[config.mk]
export PLATFORM = sky130hd
export DESIGN_NAME = at_reply_frame_deframer
export DESIGN_NICKNAME = d
export VERILOG_FILES = /design/src/hdl/ardf_pkg.sv /design/src/hdl/ardf_core.sv /design/src/hdl/at_reply_frame_deframer.sv
export SDC_FILE = /design/constraint.sdc
export NUM_CORES = 1
export LEC_CHECK = 0
export ABC_AREA = 1
export BUFFER_PORTS_ARGS = -buffer_cell sky130_fd_sc_hd__buf_2
export CORE_MARGIN = 5
export CORE_UTILIZATION = 40
export DETAILED_ROUTE_END_ITERATION = 10
export GPL_ROUTABILITY_DRIVEN = 0
export PLACE_DENSITY = 0.69
export SYNTH_ARGS = -nofsm -noshare
export SYNTH_HDL_FRONTEND = slang
export SYNTH_SLANG_ARGS = --single-unit
[constraint.sdc]
create_clock -name clock -period 3.45 [get_ports clock]
set_input_delay 0.5175 -clock clock [delete_from_list [all_inputs] [get_ports clock]]
set_output_delay 0.5175 -clock clock [all_outputs]
set_load 0.03 [all_outputs]
[src/hdl/ardf_pkg.sv]
// shared types and constants for the reply frame deframer
`timescale 1ns / 1ps

package ardf_pkg;

   localparam logic [15:0] SYNC_RESET   = 16'hAFAF;
   localparam logic [7:0]  HEADER_BYTES = 8'd4;

   localparam logic KIND_PAYLOAD = 1'b0;
   localparam logic KIND_VERDICT = 1'b1;

   typedef enum logic [2:0] {
      PH_HUNT     = 3'd0,
      PH_HEADER   = 3'd1,
      PH_COMMAND  = 3'd2,
      PH_LENGTH   = 3'd3,
      PH_PAYLOAD  = 3'd4,
      PH_CHECKSUM = 3'd5,
      PH_END_LOW  = 3'd6,
      PH_END_HIGH = 3'd7
   } phase_type;

   typedef struct packed {
      logic        valid;
      logic        kind;
      logic [7:0]  data_byte;
      logic [7:0]  position;
      logic [7:0]  command;
      logic [7:0]  length;
      logic        checksum_ok;
      logic [15:0] end_word;
      logic        last;
   } result_type;

endpackage

[src/hdl/ardf_core.sv]
// frame state machine: sync hunt, header walk, running sum and result build
`timescale 1ns / 1ps

module ardf_core
   import ardf_pkg::*;
(
   input  logic        clock,
   input  logic        reset,
   input  logic        step,
   input  logic [7:0]  in_byte,
   input  logic [15:0] sync_word,
   output result_type  result
);

   phase_type   phase_ff, phase_in;
   logic [7:0]  prev_byte_ff, prev_byte_in;
   logic        prev_valid_ff, prev_valid_in;
   logic [7:0]  count_ff, count_in;
   logic [7:0]  sum_ff, sum_in;
   logic [7:0]  command_ff, command_in;
   logic [7:0]  length_ff, length_in;
   logic [7:0]  sum_rx_ff, sum_rx_in;
   logic [7:0]  end_low_ff, end_low_in;

   logic [8:0]  count_inc;
   logic        sync_hit;

   assign count_inc = {1'b0, count_ff} + 9'd1;
   assign sync_hit  = prev_valid_ff && ({in_byte, prev_byte_ff} == sync_word);

   // next state
   always_comb begin
      phase_in      = phase_ff;
      prev_byte_in  = prev_byte_ff;
      prev_valid_in = prev_valid_ff;
      count_in      = count_ff;
      sum_in        = sum_ff;
      command_in    = command_ff;
      length_in     = length_ff;
      sum_rx_in     = sum_rx_ff;
      end_low_in    = end_low_ff;
      unique case (phase_ff)
         PH_HUNT: begin
            if (sync_hit) begin
               sum_in   = prev_byte_ff + in_byte;
               count_in = '0;
               phase_in = PH_HEADER;
            end else begin
               prev_byte_in  = in_byte;
               prev_valid_in = 1'b1;
            end
         end
         PH_HEADER: begin
            sum_in   = sum_ff + in_byte;
            count_in = count_inc[7:0];
            if (count_inc >= {1'b0, HEADER_BYTES}) begin
               count_in = '0;
               phase_in = PH_COMMAND;
            end
         end
         PH_COMMAND: begin
            sum_in     = sum_ff + in_byte;
            command_in = in_byte;
            phase_in   = PH_LENGTH;
         end
         PH_LENGTH: begin
            sum_in    = sum_ff + in_byte;
            length_in = in_byte;
            count_in  = '0;
            phase_in  = (in_byte == 8'd0) ? PH_CHECKSUM : PH_PAYLOAD;
         end
         PH_PAYLOAD: begin
            sum_in   = sum_ff + in_byte;
            count_in = count_inc[7:0];
            if (count_inc >= {1'b0, length_ff}) phase_in = PH_CHECKSUM;
         end
         PH_CHECKSUM: begin
            sum_rx_in = in_byte;
            phase_in  = PH_END_LOW;
         end
         PH_END_LOW: begin
            end_low_in = in_byte;
            phase_in   = PH_END_HIGH;
         end
         PH_END_HIGH: begin
            phase_in      = PH_HUNT;
            prev_valid_in = 1'b0;
            prev_byte_in  = '0;
            count_in      = '0;
         end
         default: phase_in = PH_HUNT;
      endcase
   end

   // result for the byte being stepped
   always_comb begin
      result = '0;
      result.command = command_ff;
      result.length  = length_ff;
      unique case (phase_ff)
         PH_PAYLOAD: begin
            result.valid     = 1'b1;
            result.kind      = KIND_PAYLOAD;
            result.data_byte = in_byte;
            result.position  = count_ff;
         end
         PH_END_HIGH: begin
            result.valid       = 1'b1;
            result.kind        = KIND_VERDICT;
            result.checksum_ok = (sum_rx_ff == sum_ff);
            result.end_word    = {in_byte, end_low_ff};
            result.last        = 1'b1;
         end
         default: result.valid = 1'b0;
      endcase
   end

   always_ff @(posedge clock) begin
      if (reset) begin
         phase_ff      <= PH_HUNT;
         prev_byte_ff  <= '0;
         prev_valid_ff <= 1'b0;
         count_ff      <= '0;
         sum_ff        <= '0;
         command_ff    <= '0;
         length_ff     <= '0;
         sum_rx_ff     <= '0;
         end_low_ff    <= '0;
      end else if (step) begin
         phase_ff      <= phase_in;
         prev_byte_ff  <= prev_byte_in;
         prev_valid_ff <= prev_valid_in;
         count_ff      <= count_in;
         sum_ff        <= sum_in;
         command_ff    <= command_in;
         length_ff     <= length_in;
         sum_rx_ff     <= sum_rx_in;
         end_low_ff    <= end_low_in;
      end
   end

`ifndef SYNTHESIS
   a_verdict_rehunts: assert property (@(posedge clock) disable iff (reset)
      step && phase_ff == PH_END_HIGH |=> phase_ff == PH_HUNT && !prev_valid_ff)
      else $error("verdict did not restart the hunt");
   a_payload_in_range: assert property (@(posedge clock) disable iff (reset)
      phase_ff == PH_PAYLOAD |-> count_ff < length_ff)
      else $error("payload offset ran past the length");
   a_hold_idle: assert property (@(posedge clock) disable iff (reset)
      !step |=> $stable(phase_ff) && $stable(sum_ff))
      else $error("state moved without a byte");
`endif

endmodule

[src/hdl/at_reply_frame_deframer.sv]
// top level of the reply frame deframer: input register, core, result register
`timescale 1ns / 1ps
// Reply frame deframer. Bytes of the serial stream come in on the req_ channel
// (req_valid / req_stall, one byte per beat). Payload bytes and the closing
// frame verdict leave on the rsp_ channel (rsp_valid / rsp_stall), one result
// per beat. The sync word is written through csr_valid / csr_ready with
// csr_sync_word; csr_ready is always high, write only while the block is idle.
// A byte accepted on req_ passes through the input register and the core into
// the result register, and its result, if any, leaves there as a valid rsp_
// beat. Throughput is one byte per cycle while the receiver does not hold
// rsp_stall; the frame state machine updates its state on each stepped byte.
// When the receiver holds rsp_stall with a result waiting, the byte in the
// input register waits and req_stall rises; nothing is dropped.
// Synchronous reset returns the sync word to 0xAFAF, empties both registers and
// puts the deframer back into the sync hunt with no previous byte.
module at_reply_frame_deframer
   import ardf_pkg::*;
(
   input  logic        clock,
   input  logic        reset,
   input  logic        req_valid,
   output logic        req_stall,
   input  logic [7:0]  req_in_byte,
   output logic        rsp_valid,
   input  logic        rsp_stall,
   output logic        rsp_kind,
   output logic [7:0]  rsp_data_byte,
   output logic [7:0]  rsp_position,
   output logic [7:0]  rsp_command,
   output logic [7:0]  rsp_length,
   output logic        rsp_checksum_ok,
   output logic [15:0] rsp_end_word,
   output logic        rsp_last,
   input  logic        csr_valid,
   output logic        csr_ready,
   input  logic [15:0] csr_sync_word
);

   logic [15:0] sync_ff;
   logic        in_valid_ff, in_valid_in;
   logic [7:0]  in_byte_ff;
   result_type  out_ff;
   logic        out_valid_ff, out_valid_in;
   result_type  core_result;
   logic        out_free, step, req_beat;

   assign csr_ready = 1'b1;
   assign out_free  = !out_valid_ff || !rsp_stall;
   assign step      = in_valid_ff && out_free;
   assign req_stall = in_valid_ff && !out_free;
   assign req_beat  = req_valid && !req_stall;

   always_comb begin
      in_valid_in = in_valid_ff;
      if (req_beat) in_valid_in = 1'b1;
      else if (step) in_valid_in = 1'b0;
   end

   always_comb begin
      out_valid_in = out_valid_ff;
      if (out_free) out_valid_in = step && core_result.valid;
   end

   ardf_core u_core (
      .clock     (clock),
      .reset     (reset),
      .step      (step),
      .in_byte   (in_byte_ff),
      .sync_word (sync_ff),
      .result    (core_result)
   );

   always_ff @(posedge clock) begin
      if (reset) begin
         sync_ff      <= SYNC_RESET;
         in_valid_ff  <= 1'b0;
         out_valid_ff <= 1'b0;
      end else begin
         if (csr_valid && csr_ready) sync_ff <= csr_sync_word;
         in_valid_ff  <= in_valid_in;
         out_valid_ff <= out_valid_in;
      end
   end

   always_ff @(posedge clock) begin
      if (req_beat) in_byte_ff <= req_in_byte;
      if (out_free) out_ff <= core_result;
   end

   assign rsp_valid       = out_valid_ff;
   assign rsp_kind        = out_ff.kind;
   assign rsp_data_byte   = out_ff.data_byte;
   assign rsp_position    = out_ff.position;
   assign rsp_command     = out_ff.command;
   assign rsp_length      = out_ff.length;
   assign rsp_checksum_ok = out_ff.checksum_ok;
   assign rsp_end_word    = out_ff.end_word;
   assign rsp_last        = out_ff.last;

`ifndef SYNTHESIS
   a_stall_needs_byte: assert property (@(posedge clock) disable iff (reset)
      req_stall |-> in_valid_ff && out_valid_ff)
      else $error("input stalled with nothing waiting");
   a_last_is_verdict: assert property (@(posedge clock) disable iff (reset)
      rsp_valid |-> (rsp_last == (rsp_kind == KIND_VERDICT)))
      else $error("last flag does not match result kind");
   a_payload_clean: assert property (@(posedge clock) disable iff (reset)
      rsp_valid && rsp_kind == KIND_PAYLOAD |-> !rsp_checksum_ok && rsp_end_word == 16'd0)
      else $error("payload beat carries verdict fields");
   a_verdict_clean: assert property (@(posedge clock) disable iff (reset)
      rsp_valid && rsp_kind == KIND_VERDICT |-> rsp_data_byte == 8'd0 && rsp_position == 8'd0)
      else $error("verdict beat carries payload fields");
`endif

endmodule

==> results_dict.tcl, run 1 <==
set metrics [dict create \
    ys_async_sr_fraction_pct 0 \
    grt_max_degree 53 \
    hold_path.class "in2reg" \
    p_leak_nw 3.33 \
    fillers 1425 \
    total_power_mw 3.90 \
    period_needed_ns 2.84 \
    vias_per_cell 4.88 \
    fp.dieW_microns 134 \
    post_cts_buffers 0 \
    die-area_sq_mm 0.0179 \
    layout_common_cells "nand2_1 (118), nor2_1 (83), buf_2 (81)" \
    ir_drop_uv 352 \
    dp_cells 954 \
    synthAdderAreaFrac_pct 4.41 \
    cts_buffer_depth 2 \
    final_cell_count_no_fill 986 \
    worst_ep_arrival_time_ns 3.20 \
    hpwl_mm 9.49 \
    dr_total_vias 4808 \
    fmax_mhz 352 \
    port_buffers 81 \
    slew_headroom_pct 57.5 \
    cts_buffers 17 \
    cp_cell_sequence "inv_1 > ha_1 > nand2_2 > inv_2 > nor2_1 > nand3_1 > buf_4 > inv_1 > nand2_1 > nand2_1 > ha_1 > inv_1 > fa_1 > inv_1 > nand4_1 > nand3_1 > xor2_1 > nand3_1 > a21oi_1" \
    synthFlopType "dfxtp_1" \
    period_share_pct 82.4 \
    crit_type "reg2reg" \
    p_int_mw 3.05 \
    synth-edff-count 58 \
    setup_ws_ns 0.607 \
    cts_num_sinks 136 \
    clkTransAtPathRegs_ns 0.06 \
    rsz0062_at_grt "no" \
    path_common_cell "inv_1" \
    setup_viol 0 \
    synth-xor-area-share_pct 2.43 \
    yosysWarningCount 0 \
    netlist_area_sq_mm 0.00613 \
    p_seq_share_pct 44.0 \
    synth_top_cell_by_area "edfxtp_1" \
    antenna_found_initial 0 \
    hold_start "req_in_byte[1]" \
    fin_nets 835 \
    synth-compound-area-share_pct 13.0 \
    ys_types 40 \
    drive_above_1_share_pct 17.8 \
    synth_seq_cells 136 \
    synthMuxAreaShare_pct 0 \
    maxCapViolCount 0 \
    combPwrFrac_pct 3.9 \
    ys_seq_area_share_pct 53.9 \
    hold_viol 0 \
    synth_top_area_share_pct 28.4 \
    wire_per_inst_microns 13.9 \
    layout_commonest_cell "nand2_1" \
    synthesis.nets 754 \
    wirelength_mm 13.7 \
    skew_ns 0.0102 \
    initial_core_util_pct 40.6 \
    synth_top_family_by_area "simple AND/OR/NAND/NOR gates" \
    netlist_instances 704 \
    critical-path-slowest-cell "dfxtp_1" \
    power.switching_mw 0.851 \
    power.density_mw_per_mm2 530 \
    pre_cts_ws_ns 0.658 \
    cts-hold-fix-buffers 0 \
    io_pins 83 \
    p_sw_share_pct 21.8 \
    htree_num_levels 4 \
    syn_area_per_cell_sq_um 8.71 \
    pwr-share-clk_pct 52.0 \
    die_y_microns 134 \
    grt-ovfl-total 0 \
    remaining_drc_errors 0 \
    fin_setup_tns_ns 0 \
    slew_viol_final 0 \
    r2r-start "u_core.phase_ff[0]$_SDFFE_PP0P_" \
    drtIter0Drc 286 \
    grt_use_total_pct 15.9 \
    status "finished, final reports clean" \
    cp.required_ns 3.80 \
    cts_tree "built" \
    synthSimpleGateAreaFrac_pct 19.0 \
    coreArea_sq_mm 0.0151 \
    post_cts_resized 0 \
    area_growth_pct 20.1 \
    worstSkewPairLatency_ns 0.42 \
    grt_pass1_wl_mm 22.7 \
    synthTopCellsByArea "edfxtp_1 (28%), dfxtp_1 (25%), nand2_1 (7.3%)" \
    grt_pass1_vias 4527 \
    cp_top_family "adder cells" \
    worstMarginPinSlew_ns 0.638 \
    root_buffer "clkbuf_16" \
    cp_slowest_stage_delay_ns 0.40 \
    cp_max_fo 14 \
    rows 45 \
    startpoint_type "flip-flop" \
    ant_nets 0 \
    n_antenna_cell 0 \
    crit_path_end_kind "flip-flop" \
    startpoint "u_core.phase_ff[0]$_SDFFE_PP0P_" \
    critPathBufInv 6 \
    drt_first_pass_iters 7 \
]
synthesized netlist by cell type, drive strengths merged (3+ instances only):
library cell and instances:
nand2 126, nor2 89, inv 85, dfxtp 78
a21oi 76, o21ai 65, edfxtp 58, nand3 34
ha 20, clkbuf 15, nand4 14, xor2 11
buf 10, xnor2 6, nor4 3
state kept, by name, summed over array words and instances (netlist names):
register / cells
rsp_valid: 1
rsp_position: 8
u_core.count_ff: 8
in_byte_ff: 8
u_core.prev_valid_ff: 1
u_core.end_low_ff: 8
u_core.length_ff: 8
rsp_checksum_ok: 1
u_core.phase_ff: 3
rsp_length: 8
in_valid_ff: 1
u_core.prev_byte_ff: 8
u_core.sum_ff: 8
sync_ff: 16
rsp_end_word: 16
rsp_last: 1
u_core.command_ff: 8
rsp_data_byte: 8
u_core.sum_rx_ff: 8
rsp_command: 8
logic make-up (layout without fill, tap and decap cells):
kind of cell,after synthesis,count (layout)
AOI/OAI and AO/OA,150,150
xor gates and xnor gates,17,17
adders and majority gates,21,21
buffers and inverters,110,204
DFF,136,136
other,1,1
and+or+nand+nor,269,269
layer usage:
layer | routed length, microns | up-vias | GRT usage (%)
met3 | 922 | 16 | 4.80
met2 | 5960 | 136 | 23.8
met5 | 0 | - | 0
li1 | - | 2501 | -
met4 | 190 | 0 | 5.03
met1 | 6650 | 2155 | 22.2
stage by stage:
step	cell area (sq um)	util (%)	hold WS [ns]
global placement	6700	44.4	0.407
CTS	7360	48.8	0.253
global route	7360	48.8	0.251
detailed placement	6700	44.4	0.410
finish	7360	48.8	0.267
floorplan	6130	-	0.403
layout make-up:
cell class / instances / area, sq um / share of cell area [%]
Multi-Input combinational cell: 458 / 2390 / 32.4
Sequential cell: 136 / 3300 / 44.9
Timing Repair Buffer: 87 / 450 / 6.12
Clock buffer: 17 / 425 / 5.78
Clock inverter: 15 / 239 / 3.25
Inverter: 85 / 319 / 4.34
Tap cell: 188 / 235 / 3.20
final timing paths:
path / to / slack (ns) / depth (start not counted)
min: in_byte_ff[1]$_DFFE_PP_ / 0.27 / 1
max reg2reg: u_core.sum_ff[6]$_SDFFE_PP0P_ / 0.61 / 19
max: u_core.sum_ff[6]$_SDFFE_PP0P_ / 0.61 / 19
min reg2reg: rsp_command[6]$_DFFE_PP_ / 0.43 / 0
power by group through the flow:
stage / Combinational, mW / Sequential (mW) / Clock [mW]
CTS: 0.155 / 1.72 / 2.06
global route: 0.175 / 1.72 / 2.12
floorplan: 0.110 / 1.74 / 0
global placement: 0.151 / 1.75 / 0
detailed placement: 0.153 / 1.75 / 0
finish: 0.153 / 1.72 / 2.03
worst register-to-register path: stages, from the launching register on:
cell	delay, ns
dfxtp_1	0.40
inv_1	0.09
ha_1	0.24
nand2_2	0.10
inv_2	0.04
nor2_1	0.11
nand3_1	0.08
buf_4	0.18
inv_1	0.13
nand2_1	0.06
nand2_1	0.06
ha_1	0.15
inv_1	0.07
fa_1	0.40
inv_1	0.09
nand4_1	0.09
nand3_1	0.10
xor2_1	0.15
nand3_1	0.09
a21oi_1	0.15
(Power assumes the default switching activity.)
==> run 2: changes to the inputs <==
Clock period 3.45 ns to 2.75 ns, I/O delays scaled along.
==> run 2 against run 1 <==
Net effect: flip-flop and latch count did not move; clock power increased by 8%; worst hold slack worse by 0.10 ns; worst setup slack worse by 0.41 ns; utilization decreased by 0.19 points; largest cell class unchanged; critical path type unchanged; critical endpoint is now u_core.sum_ff[7]$_SDFFE_PP0P_.
==> results_dict.tcl, run 2 (synthesis gave the netlist of run 1 again) <==
set metrics [dict create \
    cts_tree "built" \
    slew_viol_final 0 \
    power.density_mw_per_mm2 621 \
    remaining_drc_errors 0 \
    n_antenna_cell 0 \
    root_buffer "clkbuf_16" \
    period_needed_ns 2.55 \
    min_to "in_byte_ff[4]$_DFFE_PP_" \
    cts_buffers 17 \
    dr_total_vias 4940 \
    ir_drop_uv 414 \
    setup_viol 0 \
    io_pins 83 \
    rows 45 \
    cp.required_ns 3.07 \
    antenna_found_initial 0 \
    maxCapViolCount 0 \
    cts_num_sinks 136 \
    wire_per_inst_microns 14.2 \
    initial_core_util_pct 40.6 \
    status "finished, final reports clean" \
    worstRegToRegCells 16 \
    htree_num_levels 4 \
    drive_above_1_share_pct 19.2 \
    grt_max_degree 49 \
    worstMarginPinSlew_ns 0.603 \
    coreArea_sq_mm 0.0151 \
    final_cell_count_no_fill 990 \
    hold_start "req_in_byte[4]" \
    die_y_microns 134 \
    placed_area_sq_mm 0.00673 \
    port_buffers 81 \
    fin_nets 839 \
    cts_buffer_depth 2 \
    grt_pass1_wl_mm 22.5 \
    hold_path.class "in2reg" \
    worst_ep_arrival_time_ns 2.87 \
    dp_cells 958 \
    vias_per_cell 4.99 \
    fin_hold_ws_ns 0.164 \
    r2r-start "u_core.phase_ff[0]$_SDFFE_PP0P_" \
    p_leak_nw 3.34 \
    combPwrFrac_pct 4.5 \
    die-area_sq_mm 0.0179 \
    crit_path_end_kind "flip-flop" \
    p_sw_share_pct 23.5 \
    whs_path_depth 1 \
    ant_nets 0 \
    grt-ovfl-total 0 \
    power.switching_mw 1.07 \
    grt_pass1_vias 4471 \
    crit_type "reg2reg" \
    layout_common_cells "nand2_1 (118), nor2_1 (82), inv_1 (81), buf_2 (81), dfxtp_1 (76)" \
    drt_first_pass_iters 6 \
    fp.dieW_microns 134 \
    hold_viol 0 \
    post_cts_buffers 0 \
    clkTransAtPathRegs_ns 0.06 \
    slew_headroom_pct 59.8 \
    r2r_setup_slack_ns 0.20 \
    period_share_pct 92.7 \
    startpoint_type "flip-flop" \
    wirelength_mm 14.1 \
    cp_max_fo 10 \
    skew_ns 0.0165 \
    worstSkewPairLatency_ns 0.43 \
    layout_commonest_cell "nand2_1" \
    p_int_mw 3.49 \
    drtIter0Drc 333 \
    hpwl_mm 9.85 \
    p_seq_share_pct 47.2 \
    final_cell_area_sq_mm 0.00733 \
    area_growth_pct 19.6 \
    pwr-share-clk_pct 48.3 \
    timing.rr.end "u_core.sum_ff[7]$_SDFFE_PP0P_" \
    grt_use_total_pct 15.9 \
    fmax_mhz 392 \
]
## run 2: cell count changes in the layout (fill, tap and decap cells not counted), sizes merged
| cell | change |
|---|---|
| bufinv | -4 |
| buf | +4 |
| clkbuf | +1 |
| clkinv | +1 |
| inv | +3 |
| clkinvlp | -1 |
## run 2: cell type report
type,count,area [sq um]
fill,1417,7760
sequential,136,3310
multi-input combinational,458,2410
timing repair buffer,91,484
clock buffer,18,439
inverter,85,319
tap,188,235
clock inverter,14,136
## run 2: worst max-delay path, cell delays in order, from the launching register on
cell and delay [ns]:
dfxtp_2 0.36, inv_1 0.07, ha_1 0.23, nand2_2 0.09, inv_2 0.04, nor2_2 0.12
nand3_2 0.12, buf_6 0.17, nand2_1 0.05, o21ai_0 0.08, ha_1 0.36, a21oi_1 0.23
o21ai_0 0.13, a21oi_2 0.14, nand2_1 0.06, a21oi_1 0.14, nor2_1 0.05
## run 2: metal layers
metal / GRT usage, % / vias to the layer above / part of all wire, %
met2: 24.1 / 153 / 44
met1: 21.5 / 2257 / 47
met5: 0 / - / 0
met4: 6.63 / 0 / 1.9
li1: - / 2507 / -
met3: 4.35 / 23 / 7.0
## run 2: power groups by stage
stage / logic, mW / registers, mW / clock network [mW]
after global routing: 0.229 / 2.16 / 2.31
final: 0.204 / 2.15 / 2.20
after global placement: 0.198 / 2.20 / 0
after detailed placement: 0.200 / 2.20 / 0
after floorplan: 0.139 / 2.18 / 0
after CTS: 0.201 / 2.15 / 2.25
## run 2: what timing repair did
| item | 4_1_cts | 5_1_grt |
|---|---|---|
| setup endpoints to repair | 0 | 5 |
| hold buffers | 0 | 0 |
| resized for setup | 0 | 9 |
## run 2: worst max-delay path by stage
stage	startpoint	endpoint	slack, ns
2_1_floorplan	u_core.phase_ff[0]$_SDFFE_PP0P_	u_core.sum_ff[6]$_SDFFE_PP0P_	0.16
3_3_place_gp	u_core.phase_ff[0]$_SDFFE_PP0P_	u_core.sum_ff[7]$_SDFFE_PP0P_	0.13
3_5_place_dp	u_core.phase_ff[0]$_SDFFE_PP0P_	u_core.sum_ff[7]$_SDFFE_PP0P_	0.09
4_1_cts	u_core.phase_ff[0]$_SDFFE_PP0P_	u_core.sum_ff[7]$_SDFFE_PP0P_	0.05
5_1_grt	u_core.phase_ff[0]$_SDFFE_PP0P_	u_core.sum_ff[7]$_SDFFE_PP0P_	-0.03
6_report	u_core.phase_ff[0]$_SDFFE_PP0P_	u_core.sum_ff[7]$_SDFFE_PP0P_	0.20
## run 2: stage by stage
step | setup TNS (ns) | power, mW | setup slack, ns | utilization [%]
finish | 0 | 4.55 | 0.200 | 48.6
global route | -0.0453 | 4.70 | -0.0267 | 48.6
CTS | 0 | 4.60 | 0.0543 | 48.4
detailed placement | 0 | 2.40 | 0.0857 | 44.6
global placement | 0 | 2.39 | 0.133 | 44.6
floorplan | 0 | 2.32 | 0.158 | -
==> run 3: changes to the inputs <==
Settings changed: REMOVE_ABC_BUFFERS from default to 1.
==> run 3 against run 2 <==
Net effect: wire length is 1.8% higher; sequential power hardly changed; critical path depth stayed put; clock skew is 0.0076 ns lower; utilization is 0.27 points higher; via count is 0.69% lower.
==> results_dict.tcl, run 3 (synthesis gave the netlist of run 1 again) <==
set metrics [dict create \
    cts_buffers 17 \
    root_buffer "clkbuf_16" \
    fmax_mhz 395 \
    clkTransAtPathRegs_ns 0.06 \
    cts_buffer_depth 2 \
    die_y_microns 134 \
    grt_pass1_vias 4695 \
    period_share_pct 92.1 \
    ir_drop_uv 370 \
    whs_path_depth 1 \
    hold_start "req_in_byte[3]" \
    p_leak_nw 3.33 \
    timing.rr.end "u_core.sum_ff[7]$_SDFFE_PP0P_" \
    die-area_sq_mm 0.0179 \
    dp_cells 955 \
    status "finished, final reports clean" \
    layout_common_cells "nand2_1 (118), buf_2 (81), inv_1 (80), nor2_1 (80), dfxtp_1 (76)" \
    worstSkewPairLatency_ns 0.42 \
    r2r-start "u_core.phase_ff[0]$_SDFFE_PP0P_" \
    slew_viol_final 0 \
    r2r_setup_slack_ns 0.22 \
    layout_commonest_cell "nand2_1" \
    hpwl_mm 9.68 \
    cts-hold-fix-buffers 0 \
    n_antenna_cell 0 \
    critical-path-slowest-cell "ha_1" \
    cp_slowest_stage_delay_ns 0.39 \
    htree_num_levels 4 \
    crit_end "u_core.sum_ff[7]$_SDFFE_PP0P_" \
    coreArea_sq_mm 0.0151 \
    ant_nets 0 \
    cp_top_family "compound AO/OA/AOI/OAI gates" \
    period_needed_ns 2.53 \
    power.density_mw_per_mm2 635 \
    final_cell_count_no_fill 988 \
    total_power_mw 4.68 \
    rows 45 \
    fin_nets 837 \
    wirelength_mm 14.3 \
    hold_path.class "in2reg" \
    maxCapViolCount 0 \
    critPathBufInv 3 \
    grt_pass1_wl_mm 23.8 \
    fp.dieW_microns 134 \
    cp_cell_sequence "inv_1 > ha_2 > nand2_2 > inv_2 > nor2_4 > nand3_4 > buf_6 > nand2_1 > o21ai_0 > ha_1 > a21oi_2 > o21ai_0 > a21oi_2 > nand2_1 > a21oi_1 > nor2_1" \
    fillers 1459 \
    setup_viol 0 \
    drive_above_1_share_pct 19.6 \
    port_buffers 81 \
    io_pins 83 \
    wire_per_inst_microns 14.5 \
    cp.required_ns 3.06 \
    cp_max_fo 9 \
    startpoint_type "flip-flop" \
    grt_use_total_pct 16.7 \
    grt-ovfl-total 0 \
    antenna_found_initial 0 \
    cp.depth 16 \
    crit_type "reg2reg" \
    worst_ep_arrival_time_ns 2.85 \
    vias_per_cell 4.97 \
    hold_viol 0 \
    crit_path_end_kind "flip-flop" \
    worstRegToRegCells 16 \
    remaining_drc_errors 0 \
    grt_max_degree 53 \
    slew_headroom_pct 54.2 \
    cts_tree "built" \
    worstMarginPinSlew_ns 0.686 \
    skew_ns 0.00894 \
    cts_num_sinks 136 \
    area_growth_pct 20.3 \
    drt_first_pass_iters 5 \
    drtIter0Drc 314 \
    startpoint "u_core.phase_ff[0]$_SDFFE_PP0P_" \
    dr_total_vias 4906 \
    initial_core_util_pct 40.6 \
]
-- run 3: cell types whose count changed in the layout (fill, tap and decap cells not counted), sizes merged --
cell and change:
inv -3, buf -2, bufinv +2, clkinv -2
clkinvlp +2, clkbuf +1
-- run 3: how the worst min path moves through the flow --
stage | slack [ns] | endpoint
floorplan | 0.40 | rsp_command[0]$_DFFE_PP_
global placement | 0.41 | rsp_command[3]$_DFFE_PP_
detailed placement | 0.41 | rsp_command[4]$_DFFE_PP_
CTS | 0.15 | in_byte_ff[3]$_DFFE_PP_
global route | 0.15 | in_byte_ff[1]$_DFFE_PP_
finish | 0.17 | in_byte_ff[3]$_DFFE_PP_
-- run 3: stage by stage --
| step | worst slack, ns | hold slack [ns] | setup TNS [ns] | area, sq um | utilization (%) |
|---|---|---|---|---|---|
| after floorplan | -0.207 | 0.403 | -7.83 | 6010 | - |
| after global routing | -0.00192 | 0.153 | -0.00192 | 7370 | 48.9 |
| final | 0.217 | 0.167 | 0 | 7370 | 48.9 |
| after global placement | 0.118 | 0.409 | 0 | 6700 | 44.4 |
| after detailed placement | 0.00150 | 0.411 | 0 | 6700 | 44.4 |
| after CTS | 0.0173 | 0.152 | 0 | 7310 | 48.4 |
-- run 3: repair_timing --
| action | in CTS | in global routing |
|---|---|---|
| endpoints found under the setup margin | 1 | 6 |
| pin swaps | 0 | 3 |
| resized for setup | 1 | 19 |
| buffers inserted | 0 | 1 |
-- run 3: area by class of cell --
type	count	area (sq um)	area share, %
Sequential cell	136	3310	44.8
Multi-Input combinational cell	458	2440	33.1
Timing Repair Buffer	89	469	6.36
Clock buffer	19	433	5.87
Inverter	85	319	4.33
Tap cell	188	235	3.19
Clock inverter	13	170	2.31
-- run 3: worst reg2reg max path, delay by kind of cell (launching register included) --
family | cells | cell delay, ns
compound gates | 5 | 0.68
fa+ha+maj | 2 | 0.59
buf+inv | 3 | 0.28
flops | 1 | 0.36
simple gates | 6 | 0.52
-- run 3: where the power goes --
part	total [mW]	switching [mW]	leakage, nW	internal [mW]
registers	2.15	0.0331	1.33	2.12
clock network	2.33	0.891	0.290	1.44
logic	0.200	0.125	1.71	0.0754
-- run 3: per-layer routing --
metal | vias to the layer above | track usage [%] | share of wire [%]
li1 | 2504 | - | -
met1 | 2244 | 22.6 | 47
met2 | 138 | 26.6 | 45
met3 | 20 | 3.53 | 6.0
met4 | 0 | 6.00 | 1.7
met5 | - | 0 | 0
